[config.mk]
export PLATFORM = sky130hd
export DESIGN_NAME = sha256_stream_hasher_unit
export DESIGN_NICKNAME = d
export VERILOG_FILES = /design/src/s256h_pkg.sv /design/src/s256h_sched.sv /design/src/s256h_round.sv /design/src/sha256_stream_hasher_unit.sv
export SDC_FILE = /design/constraint.sdc
export NUM_CORES = 2
export LEC_CHECK = 0
export BUFFER_PORTS_ARGS = -buffer_cell sky130_fd_sc_hd__buf_2
export CAP_MARGIN = 25
export CORE_UTILIZATION = 50
export CTS_CLUSTER_SIZE = 10
export DETAILED_ROUTE_END_ITERATION = 6
export PLACE_DENSITY = 0.66
export SLEW_MARGIN = 5
export SYNTH_ARGS = -nofsm -noshare
export SYNTH_HDL_FRONTEND = slang
export SYNTH_SLANG_ARGS = --single-unit
[constraint.sdc]
create_clock -name clk -period 63.4 [get_ports clk]
set_input_delay 3.17 -clock clk [delete_from_list [all_inputs] [get_ports clk]]
set_output_delay 3.17 -clock clk [all_outputs]
set_load 0.02 [all_outputs]
[src/s256h_pkg.sv]
// Package for the SHA-256 stream hasher: round constants, initial hash values,
// sequencer states, round-unit control and the SHA-256 mixing functions.
// No dependencies.
`default_nettype none

package s256h_pkg;

  localparam int unsigned BLOCK_BYTES  = 64;
  localparam int unsigned ROUNDS       = 64;
  localparam int unsigned DIGEST_WORDS = 8;

  localparam logic [5:0] LAST_BYTE_POS = 6'(BLOCK_BYTES - 1);
  localparam logic [5:0] LEN_FILL      = 6'd56;
  localparam logic [5:0] LAST_ROUND    = 6'(ROUNDS - 1);
  localparam logic [2:0] LAST_WORD_POS = 3'(DIGEST_WORDS - 1);
  localparam logic [7:0] PAD_BYTE      = 8'h80;
  localparam logic [7:0] ZERO_BYTE     = 8'h00;
  localparam logic [63:0] BYTE_BITS    = 64'd8;

  typedef logic [31:0] word_t;

  typedef enum logic [2:0] {
    ST_IDLE,
    ST_PAD,
    ST_LOAD,
    ST_ROUND,
    ST_FOLD,
    ST_EMIT
  } state_t;

  typedef struct packed {
    logic init_hash;
    logic load_work;
    logic round_en;
    logic fold;
    logic rotate;
  } rnd_ctrl_t;

  localparam word_t INIT_H [DIGEST_WORDS] = '{
    32'h6a09e667, 32'hbb67ae85, 32'h3c6ef372, 32'ha54ff53a,
    32'h510e527f, 32'h9b05688c, 32'h1f83d9ab, 32'h5be0cd19
  };

  localparam word_t ROUND_K [ROUNDS] = '{
    32'h428a2f98, 32'h71374491, 32'hb5c0fbcf, 32'he9b5dba5,
    32'h3956c25b, 32'h59f111f1, 32'h923f82a4, 32'hab1c5ed5,
    32'hd807aa98, 32'h12835b01, 32'h243185be, 32'h550c7dc3,
    32'h72be5d74, 32'h80deb1fe, 32'h9bdc06a7, 32'hc19bf174,
    32'he49b69c1, 32'hefbe4786, 32'h0fc19dc6, 32'h240ca1cc,
    32'h2de92c6f, 32'h4a7484aa, 32'h5cb0a9dc, 32'h76f988da,
    32'h983e5152, 32'ha831c66d, 32'hb00327c8, 32'hbf597fc7,
    32'hc6e00bf3, 32'hd5a79147, 32'h06ca6351, 32'h14292967,
    32'h27b70a85, 32'h2e1b2138, 32'h4d2c6dfc, 32'h53380d13,
    32'h650a7354, 32'h766a0abb, 32'h81c2c92e, 32'h92722c85,
    32'ha2bfe8a1, 32'ha81a664b, 32'hc24b8b70, 32'hc76c51a3,
    32'hd192e819, 32'hd6990624, 32'hf40e3585, 32'h106aa070,
    32'h19a4c116, 32'h1e376c08, 32'h2748774c, 32'h34b0bcb5,
    32'h391c0cb3, 32'h4ed8aa4a, 32'h5b9cca4f, 32'h682e6ff3,
    32'h748f82ee, 32'h78a5636f, 32'h84c87814, 32'h8cc70208,
    32'h90befffa, 32'ha4506ceb, 32'hbef9a3f7, 32'hc67178f2
  };

  function automatic word_t ror(input word_t x, input int unsigned n);
    return (x >> n) | (x << (32 - n));
  endfunction

  function automatic word_t big_sigma0(input word_t x);
    return ror(x, 2) ^ ror(x, 13) ^ ror(x, 22);
  endfunction

  function automatic word_t big_sigma1(input word_t x);
    return ror(x, 6) ^ ror(x, 11) ^ ror(x, 25);
  endfunction

  function automatic word_t small_sigma0(input word_t x);
    return ror(x, 7) ^ ror(x, 18) ^ (x >> 3);
  endfunction

  function automatic word_t small_sigma1(input word_t x);
    return ror(x, 17) ^ ror(x, 19) ^ (x >> 10);
  endfunction

endpackage

`default_nettype wire

[src/s256h_sched.sv]
// Block buffer and message schedule: a 512-bit shift line that takes bytes
// and, during the rounds, produces one schedule word per cycle.
// Depends on s256h_pkg.
`default_nettype none

module s256h_sched
  import s256h_pkg::*;
(
  input  wire logic       clk,
  input  wire logic       shift_en,
  input  wire logic [7:0] shift_byte,
  input  wire logic       round_en,
  output word_t           w_top
);

  logic [511:0] window;
  word_t        w_new;

  assign w_top = window[511:480];

  always_comb begin
    w_new = small_sigma1(window[63:32]) + window[223:192]
          + small_sigma0(window[479:448]) + window[511:480];
  end

  always_ff @(posedge clk) begin
    if (round_en) begin
      window <= {window[479:0], w_new};
    end else if (shift_en) begin
      window <= {window[503:0], shift_byte};
    end
  end

endmodule

`default_nettype wire

[src/s256h_round.sv]
// Shared SHA-256 round unit with the working variables and the hash state;
// also folds the block result into the hash and rotates it out as digest.
// Depends on s256h_pkg.
`default_nettype none

module s256h_round
  import s256h_pkg::*;
(
  input  wire logic       clk,
  input  wire logic       rst,
  input  wire rnd_ctrl_t  ctrl,
  input  wire logic [5:0] round_idx,
  input  wire word_t      w_in,
  output word_t           hash_top
);

  word_t hash [DIGEST_WORDS];
  word_t work [DIGEST_WORDS];
  word_t t1;
  word_t t2;

  assign hash_top = hash[0];

  always_comb begin
    t1 = work[7] + big_sigma1(work[4])
       + ((work[4] & work[5]) ^ (~work[4] & work[6]))
       + ROUND_K[round_idx] + w_in;
    t2 = big_sigma0(work[0])
       + ((work[0] & work[1]) ^ (work[0] & work[2]) ^ (work[1] & work[2]));
  end

  always_ff @(posedge clk) begin
    if (rst || ctrl.init_hash) begin
      hash <= INIT_H;
    end else if (ctrl.fold) begin
      for (int i = 0; i < DIGEST_WORDS; i++) begin
        hash[i] <= hash[i] + work[i];
      end
    end else if (ctrl.rotate) begin
      for (int i = 0; i < DIGEST_WORDS - 1; i++) begin
        hash[i] <= hash[i + 1];
      end
      hash[DIGEST_WORDS - 1] <= hash[0];
    end
  end

  always_ff @(posedge clk) begin
    if (ctrl.load_work) begin
      work <= hash;
    end else if (ctrl.round_en) begin
      work[0] <= t1 + t2;
      work[1] <= work[0];
      work[2] <= work[1];
      work[3] <= work[2];
      work[4] <= work[3] + t1;
      work[5] <= work[4];
      work[6] <= work[5];
      work[7] <= work[6];
    end
  end

endmodule

`default_nettype wire

[src/sha256_stream_hasher_unit.sv]
// SHA-256 stream hasher top level: byte intake, padding and length sequencer,
// digest output. Depends on s256h_pkg, s256h_sched and s256h_round.
//
// Usage: the input channel (in_valid, in_stall) carries one request per
// message byte; byte_present marks a real byte and is_last ends the message.
// When a byte fills a 64-byte block, the block is compressed (one load,
// 64 rounds, one fold) while in_stall is high; the single round unit does
// one round per cycle.
// A request with is_last starts padding: the 0x80 byte, zeros and the
// 8-byte bit length are fed through the buffer at one byte per cycle, with
// one or two further compressions before the digest appears.
// The output channel (out_valid, out_stall) then carries eight requests,
// word 0 first, last_word on word 7. A stall holds the current word; no
// input is taken until the eighth word is accepted, after which the hash
// state returns to its initial values.
// Reset (rst, synchronous) restarts the hasher with an empty message.
`default_nettype none

module sha256_stream_hasher_unit
  import s256h_pkg::*;
(
  input  wire logic        clk,
  input  wire logic        rst,
  input  wire logic        in_valid,
  output logic             in_stall,
  input  wire logic [7:0]  msg_byte,
  input  wire logic        byte_present,
  input  wire logic        is_last,
  output logic             out_valid,
  input  wire logic        out_stall,
  output logic [31:0]      digest_word,
  output logic [2:0]       word_index,
  output logic             last_word
);

  state_t      state;
  state_t      state_next;
  logic [5:0]  fill;
  logic [63:0] msg_bits;
  logic [5:0]  round_cnt;
  logic [2:0]  emit_cnt;
  logic        finishing;
  logic        sent80;
  logic        len_block;

  logic        in_accept;
  logic        out_accept;
  logic        shift_en;
  logic [7:0]  shift_byte;
  logic        len_now;
  rnd_ctrl_t   ctrl;
  word_t       w_top;
  word_t       hash_top;

  assign in_stall    = (state != ST_IDLE);
  assign in_accept   = in_valid && !in_stall;
  assign out_valid   = (state == ST_EMIT);
  assign out_accept  = out_valid && !out_stall;
  assign digest_word = hash_top;
  assign word_index  = emit_cnt;
  assign last_word   = (emit_cnt == LAST_WORD_POS);
  assign len_now     = sent80 && (len_block || fill == LEN_FILL);

  always_ff @(posedge clk) begin
    if (rst) begin
      state <= ST_IDLE;
    end else begin
      state <= state_next;
    end
  end

  always_comb begin
    state_next = state;
    ctrl       = '0;
    shift_en   = 1'b0;
    shift_byte = msg_byte;
    unique case (state)
      ST_IDLE: begin
        if (in_accept) begin
          shift_en = byte_present;
          if (byte_present && fill == LAST_BYTE_POS) begin
            state_next = ST_LOAD;
          end else if (is_last) begin
            state_next = ST_PAD;
          end
        end
      end
      ST_PAD: begin
        shift_en = 1'b1;
        if (!sent80) begin
          shift_byte = PAD_BYTE;
        end else if (len_now) begin
          shift_byte = msg_bits[63:56];
        end else begin
          shift_byte = ZERO_BYTE;
        end
        if (fill == LAST_BYTE_POS) begin
          state_next = ST_LOAD;
        end
      end
      ST_LOAD: begin
        ctrl.load_work = 1'b1;
        state_next     = ST_ROUND;
      end
      ST_ROUND: begin
        ctrl.round_en = 1'b1;
        if (round_cnt == LAST_ROUND) begin
          state_next = ST_FOLD;
        end
      end
      ST_FOLD: begin
        ctrl.fold = 1'b1;
        if (finishing && len_block) begin
          state_next = ST_EMIT;
        end else if (finishing) begin
          state_next = ST_PAD;
        end else begin
          state_next = ST_IDLE;
        end
      end
      ST_EMIT: begin
        if (!out_stall) begin
          if (emit_cnt == LAST_WORD_POS) begin
            ctrl.init_hash = 1'b1;
            state_next     = ST_IDLE;
          end else begin
            ctrl.rotate = 1'b1;
          end
        end
      end
      default: begin
        state_next = ST_IDLE;
      end
    endcase
  end

  always_ff @(posedge clk) begin
    if (rst) begin
      fill      <= '0;
      msg_bits  <= '0;
      round_cnt <= '0;
      emit_cnt  <= '0;
      finishing <= 1'b0;
      sent80    <= 1'b0;
      len_block <= 1'b0;
    end else begin
      if (shift_en) begin
        fill <= fill + 6'd1;
      end
      if (in_accept && byte_present) begin
        msg_bits <= msg_bits + BYTE_BITS;
      end else if (state == ST_PAD && len_now) begin
        msg_bits <= {msg_bits[55:0], ZERO_BYTE};
      end
      if (ctrl.round_en) begin
        round_cnt <= round_cnt + 6'd1;
      end
      if (out_accept) begin
        emit_cnt <= emit_cnt + 3'd1;
      end
      if (in_accept && is_last) begin
        finishing <= 1'b1;
      end else if (out_accept && last_word) begin
        finishing <= 1'b0;
      end
      if (state == ST_PAD) begin
        sent80 <= 1'b1;
      end else if (out_accept && last_word) begin
        sent80 <= 1'b0;
      end
      if (state == ST_PAD && len_now) begin
        len_block <= 1'b1;
      end else if (out_accept && last_word) begin
        len_block <= 1'b0;
      end
    end
  end

  s256h_sched u_sched (
    .clk        (clk),
    .shift_en   (shift_en),
    .shift_byte (shift_byte),
    .round_en   (ctrl.round_en),
    .w_top      (w_top)
  );

  s256h_round u_round (
    .clk       (clk),
    .rst       (rst),
    .ctrl      (ctrl),
    .round_idx (round_cnt),
    .w_in      (w_top),
    .hash_top  (hash_top)
  );

  // The length bytes have been shifted out completely by the time the digest is shown.
  assert property (@(posedge clk) disable iff (rst)
    out_valid |-> (msg_bits == '0 && fill == '0 && finishing && len_block))
    else $error("digest shown before padding completed");

  // A compression always starts from round zero.
  assert property (@(posedge clk) disable iff (rst)
    state == ST_LOAD |=> (state == ST_ROUND && round_cnt == '0))
    else $error("round counter not aligned at block start");

  // After the eighth word the hasher is back at its initial state.
  assert property (@(posedge clk) disable iff (rst)
    out_accept && last_word |=> (state == ST_IDLE && !finishing && !sent80 && emit_cnt == '0))
    else $error("hasher not reinitialized after digest");

  // The padding byte goes out before any length byte.
  assert property (@(posedge clk) disable iff (rst)
    len_block |-> sent80)
    else $error("length bytes sent before the padding byte");

endmodule

`default_nettype wire

---- Word level (Yosys, flattened, before mapping) ----
Memory sizes are Yosys's and may differ from the RTL's.
Index checks and enable logic that the tools add are counted.
word-level totals
  register bits ........................... 1109
  latch bits .............................. 0
  RAM bits ................................ 0
  bits in read-only memories .............. 2048
  input bits .............................. 14
  output and inout port bits .............. 38
  logic and storage cells ................. 153
  memories kept ........................... 1
cells by class
  add/sub/neg operators ................... 22
  $mul .................................... 0
  div/mod/pow operators ................... 0
  magnitude comparators ................... 1
  equality and inequality tests ........... 15
  shift operators ......................... 0
  multiplexer cells ....................... 38
  bitwise gates (word level) .............. 28
  reductions and logical operators ........ 23
memory list
  name             words  width  read ports  clocked after Yosys merged registers in  wr ports  line               RTL
  (no name shown)  64     32     1           0                                        0         s256h_round.sv:27  + ROUND_K[round_idx] + w_in;
operators by type and width
  cell                     count
  $mux W256                4
  $mux W512                2
  $add A32 B32 Y32         18
  $xor A32 B32 Y32         9
  $and A32 B32 Y32         5
  $mux W64                 2
  $add A64 B4 Y64 const B  1
  $mux W32                 2
  $not A32 Y32             1
  $or A10 B32 Y32          1
  $or A13 B32 Y32          1
  $or A14 B32 Y32          1
  $or A15 B32 Y32          1
  $or A19 B32 Y32          1
  $or A21 B32 Y32          1
  $or A25 B32 Y32          1
  $or A26 B32 Y32          1
  $or A30 B32 Y32          1
  $or A7 B32 Y32           1
  $xor A32 B22 Y32         1
  $xor A32 B29 Y32         1
  $mux W3                  8
  $mux W8                  3
  $eq A6 B6 Y1 const B     3
  20 further kinds         57

---- Logic depth before layout (Yosys ltp) ----
  depth in word-level cells ............... 10
  gate-level depth with buffers ........... 41
  depth with buffers taken out ............ 39

---- Hierarchy ----
Synthesis repeated with hierarchy kept, for this count alone.
unflattened totals
  cell total of the unflattened synthesis .. 7396
  area, all modules ....................... 76517.1 um2
modules (own cells, without submodules)
  module                     times used  cells each  area each (um2)  seq. area each (um2)
  s256h_round                1           5046        45728.9          12812.3
  s256h_sched                1           1708        25871.1          15374.7
  sha256_stream_hasher_unit  1           642         4917.2           1641.6

---- Least setup slack after synthesis ----
OpenSTA, ideal clock, no wires.
  kind .................................... register to register
  start ................................... register state[2]
  end ..................................... register u_sched.window[0] (enable)
  setup time .............................. 901 ps
  arrival ................................. 23731 ps
  required time ........................... 62499 ps
  path slack .............................. 38768 ps
  stages on the path, launching flop included .. 8
  path buffers ............................ 4
  period minus slack after synthesis ...... 24632 ps
  cell sequence ........................... dfxtp_1 > clkbuf_1 > nor2_1 > nand2_1 > clkbuf_1 > clkbuf_1 > clkbuf_1 > nand2_1
on the way
  cells in the longest elaborated chain, start to end .. 6
  elaborated cells on any way between the ends .. 10
  classes of those cells .................. eq/ne: 2; mux: 3; reduce/logical: 5
ends and longest elaborated chain
  item                              line                             RTL
  from (decl)                       sha256_stream_hasher_unit.sv:36  state_t state;
  from (signal assigned)            sha256_stream_hasher_unit.sv:68  state <= state_next;
  $reduce_bool A3 Y1                sha256_stream_hasher_unit.sv:55  assign in_stall = (state != ST_IDLE);
  $logic_not A1 Y1                  sha256_stream_hasher_unit.sv:56  assign in_accept = in_valid && !in_stall;
  $logic_and A1 B1 Y1               sha256_stream_hasher_unit.sv:56
  $mux W1                           sha256_stream_hasher_unit.sv:79  if (in_accept) begin
  $pmux W1 S2                       sha256_stream_hasher_unit.sv:77  unique case (state)
  $reduce_bool A2 Y1 (no line) (*)  n/a
  to (signal assigned)              s256h_sched.sv:28                window <= {window[479:0], w_new};
  to (signal assigned)              s256h_sched.sv:30                window <= {window[503:0], shift_byte};
  to (decl)                         s256h_sched.sv:16                logic [511:0] window;
Mark *: on every way between the ends. The rest lies on a longest branch, timed or not.
A chain may end at the register's enable or synchronous reset.

---- Final worst setup path ----
  start ................................... register round_cnt[0]
  end ..................................... register u_round.work[254] in the netlist's numbering (data pin)
on the way
  cells in the longest elaborated chain, start to end .. 9
ends and longest elaborated chain
  item                                          line                              RTL
  from (decl)                                   sha256_stream_hasher_unit.sv:40   logic [5:0] round_cnt;
  from (signal assigned)                        sha256_stream_hasher_unit.sv:156  round_cnt <= round_cnt + 6'd1;
  $not A6 Y7 (not written as such)              s256h_round.sv:27
  $mem_v2 Z64 W32                               n/a
  $mux W32 (not written as such) (2 in series)  s256h_round.sv:27
  $add A32 B32 Y32 (2 in series)                s256h_round.sv:27
  $add A32 B32 Y32                              s256h_round.sv:51                 work[0] <= t1 + t2;
  $mux W256                                     s256h_round.sv:50                 end else if (ctrl.round_en) begin
  $mux W256                                     s256h_round.sv:48                 if (ctrl.load_work) begin
  to (signal assigned)                          s256h_round.sv:49                 work <= hash;
  to (decl)                                     s256h_round.sv:18                 word_t work [DIGEST_WORDS];
Every way passes these cells. The select of a mux whose other input is x is not followed.

==> flow_metrics.py <==
metrics = {
    "placement": {
        "hpwl_um": 178400,
        "io_buffers": 51,
        "place_congestion": 1.017,
    },
    "worst_setup_path": {
        "path_delay_family": "adder cells",
        "cp.buffers_inverters": 5,
        "cp_slowest_cell": "ha_1",
        "crit_path_max_incr_delay_ns": 1.06,
        "crit_type": "flop to flop",
        "end_kind": "flop",
        "cp_common_cell": "a21oi_1",
        "worstPathRequired_ns": 63.90,
        "arrival_ns": 10.97,
        "worstPathMaxFanout": 29,
        "setup.worst_path.start_class": "flop",
    },
    "yosys": {
        "netlist_area_sq_um": 75050,
        "yosys_warnings": 0,
        "avgSynthCellArea_sq_um": 8.522,
        "synthDistinctLibCells": 94,
        "yosys.area.top_type": "edfxtp_1",
        "synth_seq_cells": 1106,
        "synth_cells": 8807,
        "synth_edf_count": 768,
        "syn-num-nets": 9414,
        "synth_top_area_frac": 0.3073,
        "synth_area_leaders": "edfxtp_1 31%, nand2_1 14%, dfxtp_1 9.0%",
        "async_reset_ff_frac": 0,
        "yosysSeqAreaShare": 0.3974,
        "synth_flop_cell": "edfxtp_1",
    },
    "cells_and_area": {
        "final.fill_count": 13690,
        "finalNetCount": 9140,
        "drive_gt1_frac": 0.04719,
        "finalCoreUtilization": 0.5446,
        "syn2layout_area_growth_pct": 7.660,
        "antennaDiodeCount": 0,
    },
    "floorplanning": {
        "die_w_um": 389.4,
        "die_area_sq_um": 151700,
        "core_sq_um": 148400,
        "ios": 52,
        "die_h_um": 389.4,
        "num_rows": 141,
        "start_util": 0.5059,
    },
    "clock_network": {
        "numCtsBuffers": 139,
        "cts_setup_buffers": 0,
        "cts_tree": "built",
        "insertion_delay_ns": 0.80,
        "cts.sinks": 1106,
        "clkTransAtPathRegs_ns": 0.06,
        "cts.htree.levels": 4,
        "cts_root_buf": "clkbuf_16",
        "cts_resized": 0,
        "hold_buffers": 0,
        "clock_path_buffers": 3,
    },
    "global_routing": {
        "grt_pass1_wl_um": 372900,
        "overflow": 0,
        "grt_util_all_layers": 0.3210,
        "grt_max_degree": 244,
        "grt_pass1_vias": 61230,
        "antenna_found_initial": 0,
    },
    "timing": {
        "clock_skew_ns": 0.05454,
        "slew_violations": 0,
        "finalHoldViolations": 0,
        "fin_crit_ns": 10.47,
        "clock.fmax_ghz": 0.09549,
        "worst_slew_pin_slew_ns": 1.125,
        "setup_viol": 0,
        "slew_headroom": 0.2502,
        "min_period_over_period": 0.1652,
        "fin_setup_tns_ns": 0,
        "rsz0062_at_grt": "no",
    },
    "detailed_routing": {
        "finalWirelength_um": 247500,
        "drc": 0,
        "vias": 63330,
        "first_pass_iters": 6,
        "wire_per_inst_um": 23.29,
        "first_iter_violations": 6345,
        "ant_nets": 0,
        "viasPerCell": 5.959,
    },
    "outcome": {
        "outcome": "finished clean",
    },
    "flow_run": {
        "maxCapViolations": 0,
    },
    "hold_path": {
        "hp-class": "flop to flop",
    },
}
==> cells in the mapped netlist (all sizes together), types with 34 or more instances <==
cell type,instances
a211oi,62
a21o,167
a21oi,657
a221oi,67
a31oi,63
and3,58
buf,71
clkbuf,480
dfxtp,338
edfxtp,768
fa,195
ha,398
inv,283
mux2i,54
nand2,2739
nand2b,63
nand3,128
nor2,423
nor2b,51
nor3,110
o211ai,39
o21a,70
o21ai,411
o21bai,38
o31ai,45
or3,34
xnor2,379
xor2,184
==> worst min-delay path: cells and delay by family (launching register included) <==
kind / cells / cell delay (ns)
flip-flops: 1 / 0.32
AND/OR/NAND/NOR: 2 / 0.09
==> layout by cell type (no fill, tap or decap), drive strengths merged, types with 38 or more instances in the layout <==
| master | netlist | final |
|---|---|---|
| o21a | 70 | 70 |
| a211oi | 62 | 62 |
| nand3 | 128 | 128 |
| nand2b | 63 | 63 |
| clkbuf | 480 | 208 |
| ha | 398 | 398 |
| nor3 | 110 | 110 |
| nand2 | 2739 | 2739 |
| nor2 | 423 | 423 |
| o31ai | 45 | 45 |
| xor2 | 184 | 184 |
| a221oi | 67 | 67 |
| o21ai | 411 | 411 |
| nor2b | 51 | 51 |
| mux2i | 54 | 54 |
| o21bai | 38 | 38 |
| o211ai | 39 | 39 |
| a31oi | 63 | 63 |
| and3 | 58 | 58 |
| inv | 283 | 285 |
| dfxtp | 338 | 338 |
| xnor2 | 379 | 379 |
| a21oi | 657 | 657 |
| edfxtp | 768 | 768 |
| fa | 195 | 195 |
| buf | 71 | 136 |
| a21o | 167 | 167 |
==> state kept, by name (all words and copies together) (netlist names) <==
register          cells
sent80                1
msg_bits             61
u_sched.window      512
fill                  6
state                 3
finishing             1
u_round.work        256
u_round.hash        224
round_cnt             6
len_block             1
word_index            3
u_round.hash_top     32
==> logic make-up after synthesis <==
logic type,count (synthesis),share of synthesized area
xor+xnor,563,0.06570
simple gates,3742,0.2039
mux,83,0.01260
buf+inv,837,0.04399
fa+ha+maj,615,0.1213
compound gates,1861,0.1551
flops,1106,0.3974
==> cell type report <==
cell class	instances	area, sq um	share of cell area
well taps	2002	2505	0.03100
inverters	286	1074	0.01329
multi-input cells	6864	42030	0.5201
clock inverters	25	392.9	0.004862
flip-flops and latches	1106	29840	0.3692
repair buffers	136	1049	0.01298
clock buffers	208	3920	0.04851
==> metal layers <==
layer,wire [um],part of all wire,vias to the layer above,track usage
met5,0,0,-,0
met4,15580,0.063,0,0.1832
met2,116600,0.47,2568,0.5292
met1,99370,0.40,30450,0.4056
li1,-,-,29720,-
met3,15990,0.065,594,0.04211
==> metrics by stage <==
| step | setup WS (ns) | std cells | instance area [sq um] | hold WS (ns) |
|---|---|---|---|---|
| after floorplan | 38.77 | 8807 | 75050 | 0.4270 |
| after global placement | 53.04 | 10390 | 76380 | 0.4560 |
| after detailed placement | 53.05 | 10390 | 76440 | 0.4557 |
| after CTS | 53.02 | 10630 | 80750 | 0.4620 |
| after global routing | 52.38 | 10630 | 80800 | 0.4961 |
| final | 52.93 | 10630 | 80800 | 0.4614 |
==> final timing paths <==
| path | start | slack, ns | endpoint | cells past startpoint |
|---|---|---|---|---|
| min reg2reg | finishing$_SDFFE_PP0P_ | 0.46 | finishing$_SDFFE_PP0P_ | 2 |
| max reg2reg | round_cnt[0]$_SDFFE_PP0P_ | 52.93 | u_round.work[254]$_DFFE_PP_ | 38 |
| max | round_cnt[0]$_SDFFE_PP0P_ | 52.93 | u_round.work[254]$_DFFE_PP_ | 38 |
| min | finishing$_SDFFE_PP0P_ | 0.46 | finishing$_SDFFE_PP0P_ | 2 |
Power is not shown: default switching activity piles up to over one toggle a cycle in this logic, so the estimate is an artifact.
